==> src/rtl/msrd_pkg.sv <==
// Package with the request and result types and constants of the motor speed ramp block.
package msrd_pkg;

  localparam logic [11:0] SpeedStop  = 12'd2047;
  localparam logic [11:0] RevSpan    = 12'd2046;
  localparam logic [15:0] TickMax    = 16'hFFFF;

  localparam int unsigned RecipShift = 34;
  localparam logic [23:0] RecipRev   = 24'd8396809;

  localparam logic [10:0] DeadzoneRst = 11'd100;
  localparam logic [11:0] RampStepRst = 12'd15;
  localparam logic [15:0] IntervalRst = 16'd5;
  localparam logic [11:0] MaxDutyRst  = 12'd600;

  localparam logic [1:0] RegDeadzone = 2'd0;
  localparam logic [1:0] RegRampStep = 2'd1;
  localparam logic [1:0] RegInterval = 2'd2;
  localparam logic [1:0] RegMaxDuty  = 2'd3;

  localparam logic CmdSet  = 1'b0;
  localparam logic CmdTick = 1'b1;

  typedef struct packed {
    logic        cmd;
    logic [11:0] speed_command;
  } msrd_req_t;

  typedef struct packed {
    logic        drive_reverse;
    logic [11:0] duty;
    logic [11:0] ramped_speed;
  } msrd_rsp_t;

endpackage

==> src/rtl/motor_speed_ramp_deadzone.sv <==
// Top level of the slew-rate limited motor speed command with deadzone.
// The block takes one request per clock cycle while ready is high: a set command stores
// a new target speed, and a millisecond tick advances the elapsed counter and, once the
// count exceeds the update interval, moves the ramped speed one step toward the target.
// Target, ramped speed and counter are updated in the cycle that accepts the request,
// so requests may follow each other back to back. Only an updating tick gives a
// result; it passes from the a stage register through the b stage register to the
// output register; duty scaling takes one registered multiplication by max_duty and
// one by a fixed reciprocal for the reverse range. A full output register that is not
// taken stalls the scaling stages, and ready falls only once they are full. Registers
// are to be written through the APB port while no request is in flight; unenforced.
module motor_speed_ramp_deadzone
  import msrd_pkg::*;
(
  input  logic        clk_i,
  input  logic        rst_ni,

  input  logic        in_valid_i,
  output logic        in_ready_o,
  input  msrd_req_t   in_req_i,

  output logic        out_valid_o,
  input  logic        out_ready_i,
  output msrd_rsp_t   out_rsp_o,

  input  logic        psel,
  input  logic        penable,
  input  logic        pwrite,
  input  logic [3:0]  paddr,
  input  logic [31:0] pwdata,
  output logic [31:0] prdata,
  output logic        pready
);

  logic [10:0] deadzone_q;
  logic [11:0] ramp_step_q;
  logic [15:0] interval_q;
  logic [11:0] max_duty_q;

  logic [11:0] target_q, target_d;
  logic [11:0] current_q, current_d;
  logic [15:0] elapsed_q, elapsed_d;

  logic        a_vld_q, a_vld_d;
  logic        a_rev_q, a_rev_d;
  logic [11:0] a_spd_q;
  logic [11:0] a_diff_q, a_diff_d;

  logic        b_vld_q;
  logic        b_rev_q;
  logic [11:0] b_spd_q;
  logic [22:0] b_prod_q;

  logic        out_vld_q;
  msrd_rsp_t   out_q;

  logic        en_out, en_b, en_a, accept;
  logic        cfg_wr;
  logic [11:0] cmd_dist;
  logic [15:0] elapsed_inc;
  logic [12:0] step_sum, step_tgt;
  logic [11:0] ramped;
  logic [23:0] full_prod;
  logic [46:0] recip_prod;
  logic [11:0] duty_d;

  assign pready = 1'b1;
  assign cfg_wr = psel && penable && pwrite;

  always_comb begin
    unique case (paddr[3:2])
      RegDeadzone: prdata = {21'd0, deadzone_q};
      RegRampStep: prdata = {20'd0, ramp_step_q};
      RegInterval: prdata = {16'd0, interval_q};
      RegMaxDuty:  prdata = {20'd0, max_duty_q};
      default:     prdata = 32'd0;
    endcase
  end

  always_ff @(posedge clk_i or negedge rst_ni) begin
    if (!rst_ni) begin
      deadzone_q  <= DeadzoneRst;
      ramp_step_q <= RampStepRst;
      interval_q  <= IntervalRst;
      max_duty_q  <= MaxDutyRst;
    end else if (cfg_wr) begin
      unique case (paddr[3:2])
        RegDeadzone: deadzone_q  <= pwdata[10:0];
        RegRampStep: ramp_step_q <= pwdata[11:0];
        RegInterval: interval_q  <= pwdata[15:0];
        RegMaxDuty:  max_duty_q  <= pwdata[11:0];
        default: ;
      endcase
    end
  end

  assign en_out     = !out_vld_q || out_ready_i;
  assign en_b       = !b_vld_q || en_out;
  assign en_a       = !a_vld_q || en_b;
  assign in_ready_o = en_a;
  assign accept     = in_valid_i && en_a;

  assign cmd_dist = (in_req_i.speed_command >= SpeedStop)
                    ? (in_req_i.speed_command - SpeedStop)
                    : (SpeedStop - in_req_i.speed_command);
  assign elapsed_inc = (elapsed_q == TickMax) ? elapsed_q : elapsed_q + 16'd1;
  assign step_sum    = {1'b0, current_q} + {1'b0, ramp_step_q};
  assign step_tgt    = {1'b0, target_q} + {1'b0, ramp_step_q};

  always_comb begin
    if (current_q < target_q) begin
      ramped = (step_sum > {1'b0, target_q}) ? target_q : step_sum[11:0];
    end else if (current_q > target_q) begin
      ramped = ({1'b0, current_q} < step_tgt) ? target_q : current_q - ramp_step_q;
    end else begin
      ramped = current_q;
    end
  end

  always_comb begin
    target_d  = target_q;
    current_d = current_q;
    elapsed_d = elapsed_q;
    a_vld_d   = 1'b0;
    if (accept) begin
      unique case (in_req_i.cmd)
        CmdSet: begin
          target_d = (cmd_dist < {1'b0, deadzone_q}) ? SpeedStop : in_req_i.speed_command;
        end
        CmdTick: begin
          if (elapsed_inc <= interval_q) begin
            elapsed_d = elapsed_inc;
          end else begin
            elapsed_d = 16'd0;
            current_d = ramped;
            a_vld_d   = 1'b1;
          end
        end
        default: ;
      endcase
    end
    a_rev_d  = ramped < SpeedStop;
    a_diff_d = a_rev_d ? (RevSpan - ramped) : (ramped - SpeedStop);
  end

  always_ff @(posedge clk_i or negedge rst_ni) begin
    if (!rst_ni) begin
      target_q  <= SpeedStop;
      current_q <= SpeedStop;
      elapsed_q <= 16'd0;
      a_vld_q   <= 1'b0;
      b_vld_q   <= 1'b0;
      out_vld_q <= 1'b0;
    end else begin
      target_q  <= target_d;
      current_q <= current_d;
      elapsed_q <= elapsed_d;
      if (en_a) begin
        a_vld_q <= a_vld_d;
      end
      if (en_b) begin
        b_vld_q <= a_vld_q;
      end
      if (en_out) begin
        out_vld_q <= b_vld_q;
      end
    end
  end

  assign full_prod  = a_diff_q * max_duty_q;
  assign recip_prod = b_prod_q * RecipRev;
  assign duty_d     = b_rev_q ? recip_prod[RecipShift+11:RecipShift] : b_prod_q[22:11];

  always_ff @(posedge clk_i) begin
    if (en_a && a_vld_d) begin
      a_rev_q  <= a_rev_d;
      a_spd_q  <= ramped;
      a_diff_q <= a_diff_d;
    end
    if (en_b && a_vld_q) begin
      b_rev_q  <= a_rev_q;
      b_spd_q  <= a_spd_q;
      b_prod_q <= full_prod[22:0];
    end
    if (en_out && b_vld_q) begin
      out_q.drive_reverse <= b_rev_q;
      out_q.duty          <= duty_d;
      out_q.ramped_speed  <= b_spd_q;
    end
  end

  assign out_valid_o = out_vld_q;
  assign out_rsp_o   = out_q;

endmodule
==> config.mk <==
export PLATFORM = sky130hd
export DESIGN_NAME = motor_speed_ramp_deadzone
export DESIGN_NICKNAME = d
export VERILOG_FILES = /design/src/rtl/msrd_pkg.sv /design/src/rtl/motor_speed_ramp_deadzone.sv
export SDC_FILE = /design/constraint.sdc
export NUM_CORES = 1
export LEC_CHECK = 0
export BUFFER_PORTS_ARGS = -buffer_cell sky130_fd_sc_hd__buf_2
export CORE_AREA = 8 8 259 261
export CTS_CLUSTER_DIAMETER = 30
export DETAILED_ROUTE_END_ITERATION = 12
export DIE_AREA = 0 0 267 269
export PLACE_DENSITY = 0.55
export SYNTH_ARGS = -nofsm -noshare
export SYNTH_HDL_FRONTEND = slang
export SYNTH_SLANG_ARGS = --single-unit
==> constraint.sdc <==
create_clock -name clk_i -period 8.4 [get_ports clk_i]
set_input_delay 1.26 -clock clk_i [delete_from_list [all_inputs] [get_ports clk_i]]
set_output_delay 1.26 -clock clk_i [all_outputs]
set_load 0.1 [all_outputs]
==> PnR_summary.wiki <==
{| class="wikitable"
! Metric !! Value
|-
| Number of buffers inserted for hold repair after clock tree synthesis || 0
|-
| CTS tree || done
|-
| Multi-input combinational cell area || 12400 µm²
|-
| Syn avg cell area || 9.71 µm²
|-
| Final setup skew || 0.0199 ns
|-
| # Max-Cap Violations || 0
|-
| Root cell of the clock tree || sky130_fd_sc_hd__clkbuf_16
|-
| Clock insertion delay at the later pin of the skew report || 0.46 ns
|-
| RSZ-0062 raised after global routing || false
|-
| Share of the synthesized area in the top cell type || 20.1%
|-
| FFs w/ async S/R, synth || 52.2%
|-
| Setup TNS || 0 ns
|-
| Total inserted antenna cells || 0
|-
| Cell with the most instances after synthesis || sky130_fd_sc_hd__ha_1
|-
| Cell repeated most along the worst path || sky130_fd_sc_hd__a21oi_1
|-
| Status || finished clean
|-
| Number of synthesized register bits || 180
|-
| Overall die height || 269 µm
|-
| Fill cell count || 6487
|-
| Drt first pass iters || 5
|-
| Number of warning messages in the yosys log || 0
|-
| Antenna violations before repair || 0
|-
| Arrival @ worst endpoint || 6.46 ns
|-
| Final Slew Violations || 0
|-
| Tightest Pin Transition || 1.12 ns
|-
| Largest stage delay on the critical path || 0.62 ns
|-
| Final HPWL from detailed placement || 38800 µm
|-
| Clock transition time at the flip-flop clock pins of the worst setup and hold paths || 0.08 ns
|-
| Cells taking the most area after synthesis || sky130_fd_sc_hd__ha_1 20%, sky130_fd_sc_hd__edfxtp_1 14%, sky130_fd_sc_hd__fa_1 13%
|-
| Starting Density || 29.7%
|-
| Required time of the critical path || 8.58 ns
|-
| Routed Antenna Nets || 0
|-
| CTS-repair resized insts || 0
|-
| Clock tree buffer depth || 2
|-
| Count of cell types in the netlist || 86
|-
| Number of synthesized flops with an enable pin || 86
|-
| Maximum number of pins on one net before global-route repair || 66
|-
| Core utilization of the finished layout || 32.6%
|-
| Fmax achieved || 159 MHz
|-
| Path type of the worst min-delay path || flop to flop
|-
| Vias in the first global route || 13916
|-
| Critical setup path kind || flop to flop
|-
| Biggest area consumer among synthesized cells || sky130_fd_sc_hd__ha_1
|-
| Via count || 13663
|-
| RePlAce Congestion || 0.892
|-
| Critical-path top delay cell || sky130_fd_sc_hd__dfstp_2
|-
| Full die area || 71800 µm²
|-
| IO Count || 116
|-
| CP Capture Type || flop
|-
| Worst path buffer plus inverter count || 1
|-
| Most frequent cells after synthesis || 299 x sky130_fd_sc_hd__ha_1, 256 x sky130_fd_sc_hd__inv_1, 223 x sky130_fd_sc_hd__nand2_1
|-
| Most used DFF post-synth || sky130_fd_sc_hd__edfxtp_1
|-
| X dimension of the die || 267 µm
|-
| Residual DRC || 0
|-
| Worst slew margin relative to its limit || 24.9%
|-
| Total global routing overflow || 0
|-
| Mapped Area || 18600 µm²
|-
| Number of hold violations in the final report || 0
|-
| CP top delay family || compound AO/OA/AOI/OAI gates
|-
| Number of CTS-inserted buffers || 17
|-
| Placement row count || 92
|-
| Combined global-route utilization of all metal layers || 13.6%
|-
| Vias per cell || 4.85
|-
| Setup Buffers After CTS || 0
|-
| Maximum fanout along the worst path || 8
|-
| Sequential cell area in the final layout || 4980 µm²
|-
| Starting DRC count in detailed routing || 738
|-
| Wire length of the first global-routing pass || 77200 µm
|-
| Port Buffer Count || 80
|-
| Sort of element at the start of the critical path || flop
|-
| Crit share post-route || 74.7%
|-
| Share of cells above drive strength 1 || 11.8%
|-
| Synthesized instance count || 1919
|-
| Number of H-tree levels || 4
|-
| Sequential cell area fraction in the yosys report || 26.7%
|-
| Worst path cell trace || ha_1 > a21o_1 > a21oi_1 > o21bai_1 > a21oi_1 > o21bai_1 > a21oi_1 > nor2b_1 > o21a_1 > o41ai_1 > xor2_1 > ha_1 > a21oi_1 > a2111o_1 > nor2_1 > a211oi_1 > o22ai_1 > buf_4 > ha_1 > nand2_1 > nor4b_1 > o41a_1 > xnor2_1
|-
| Time the worst path needs with I/O delays and setup || 6.28 ns
|-
| Net count of the finished layout || 2433
|-
| Total detailed-routing wirelength || 48600 µm
|-
| Detailed-route wire length per cell || 17.2 µm
|-
| Core Area || 62700 µm²
|-
| Signed area change from the synthesized netlist to the final layout || 9.71%
|-
| Final-report setup violation count || 0
|-
| TritonCTS Sinks || 180
|}
## logic make-up (layout without fill, tap and decap cells)
family,after synthesis,count (layout),synth area share [%]
AOI/OAI and AO/OA,305,305,11.0
xor gates and xnor gates,87,87,4.09
adders and majority gates,416,416,32.7
buffers and inverters,335,375,7.21
DFF,180,180,26.7
muxes,69,69,4.70
other,2,17,0.0403
and+or+nand+nor,525,525,13.5
## cells in the final DEF, fill, tap and decap left out, types with 6 or more instances in the layout
master,Yosys,routed
sky130_fd_sc_hd__xnor2_1,56,56
sky130_fd_sc_hd__o21a_1,12,12
sky130_fd_sc_hd__fa_1,117,117
sky130_fd_sc_hd__nand2_1,223,223
sky130_fd_sc_hd__o211ai_1,11,11
sky130_fd_sc_hd__o21bai_1,6,6
sky130_fd_sc_hd__a21oi_1,62,62
sky130_fd_sc_hd__clkbuf_16,0,17
sky130_fd_sc_hd__nor2_1,69,68
sky130_fd_sc_hd__o31ai_1,9,9
sky130_fd_sc_hd__a211oi_1,8,8
sky130_fd_sc_hd__nor2b_1,19,19
sky130_fd_sc_hd__nand4_1,16,16
sky130_fd_sc_hd__dfrtp_1,59,59
sky130_fd_sc_hd__buf_4,18,8
sky130_fd_sc_hd__xor2_1,31,31
sky130_fd_sc_hd__nor3_1,22,21
sky130_fd_sc_hd__buf_2,3,79
sky130_fd_sc_hd__ha_1,299,299
sky130_fd_sc_hd__o22ai_1,6,6
sky130_fd_sc_hd__edfxtp_1,86,86
sky130_fd_sc_hd__mux4_2,11,11
sky130_fd_sc_hd__nand2b_1,18,18
sky130_fd_sc_hd__o21ai_0,86,86
sky130_fd_sc_hd__or2_2,7,7
sky130_fd_sc_hd__dfstp_2,35,35
sky130_fd_sc_hd__mux2_2,38,38
sky130_fd_sc_hd__conb_1,2,17
sky130_fd_sc_hd__inv_1,256,256
sky130_fd_sc_hd__mux2i_1,20,20
sky130_fd_sc_hd__and2_1,68,66
sky130_fd_sc_hd__or3_1,6,6
sky130_fd_sc_hd__and3_1,10,10
sky130_fd_sc_hd__a31oi_1,16,16
sky130_fd_sc_hd__a21o_1,27,27
sky130_fd_sc_hd__nand3_1,40,40
## worst paths after layout
check,start,slack [ns],endpoint,cells past startpoint
worst max-delay path,ramp_step_q[1],2.12,a_diff_q[6],23
max in group asynchronous,rst_ni,6.42,elapsed_q[7],2
worst max register to register,ramp_step_q[1],2.12,a_diff_q[6],23
min in group asynchronous,rst_ni,0.74,ramp_step_q[4],1
worst min register to register,a_spd_q[11],0.42,b_spd_q[11],0
worst min-delay path,a_spd_q[11],0.42,b_spd_q[11],0
## layer usage
metal / track usage [%] / up-vias / wire (µm)
met5: 0 / - / 0
met4: 4.60 / 0 / 1310
met3: 1.78 / 67 / 1740
met2: 22.5 / 287 / 23200
met1: 18.3 / 6702 / 22400
li1: - / 6607 / -
## per-stage QoR
step / setup WS [ns] / hold slack (ns) / area, µm² / instances
floorplan: 2.82 / 0.400 / 18700 / 1934
global placement: 2.36 / 0.404 / 19800 / 2788
detailed placement: 2.22 / 0.406 / 19800 / 2788
CTS: 2.19 / 0.423 / 20400 / 2820
global route: 1.74 / 0.426 / 20400 / 2820
finish: 2.12 / 0.421 / 20400 / 2820
## cell type report
class	count	area share, %
Tap cell	846	5.18
Sequential cell	180	24.4
Multi-Input combinational cell	1419	60.6
Inverter	256	4.70
Clock buffer	17	2.08
Timing Repair Buffer	87	2.23
Clock inverter	15	0.851
## worst reg2reg max path, stage by stage (launching register included)
cell and delay [ns]:
sky130_fd_sc_hd__dfstp_2 0.62, sky130_fd_sc_hd__ha_1 0.26, sky130_fd_sc_hd__a21o_1 0.18, sky130_fd_sc_hd__a21oi_1 0.22, sky130_fd_sc_hd__o21bai_1 0.11, sky130_fd_sc_hd__a21oi_1 0.24
sky130_fd_sc_hd__o21bai_1 0.11, sky130_fd_sc_hd__a21oi_1 0.22, sky130_fd_sc_hd__nor2b_1 0.08, sky130_fd_sc_hd__o21a_1 0.19, sky130_fd_sc_hd__o41ai_1 0.35, sky130_fd_sc_hd__xor2_1 0.13
sky130_fd_sc_hd__ha_1 0.32, sky130_fd_sc_hd__a21oi_1 0.12, sky130_fd_sc_hd__a2111o_1 0.54, sky130_fd_sc_hd__nor2_1 0.59, sky130_fd_sc_hd__a211oi_1 0.17, sky130_fd_sc_hd__o22ai_1 0.21
sky130_fd_sc_hd__buf_4 0.23, sky130_fd_sc_hd__ha_1 0.19, sky130_fd_sc_hd__nand2_1 0.17, sky130_fd_sc_hd__nor4b_1 0.45, sky130_fd_sc_hd__o41a_1 0.21, sky130_fd_sc_hd__xnor2_1 0.09
## state kept, by name (all words and copies together), names as in the netlist
register and cells:
target_q 12, a_spd_q 12, b_prod_q 23, ramp_step_q 12, b_vld_q 1, a_diff_q 12
max_duty_q 12, deadzone_q 11, current_q 12, b_rev_q 1, out_rsp_o 25, elapsed_q 16
a_rev_q 1, b_spd_q 12, a_vld_q 1, interval_q 16, out_valid_o 1
Power is left out: the tool's default activity adds up to more than one toggle a clock period on the data nets, which glitch-free logic cannot reach.
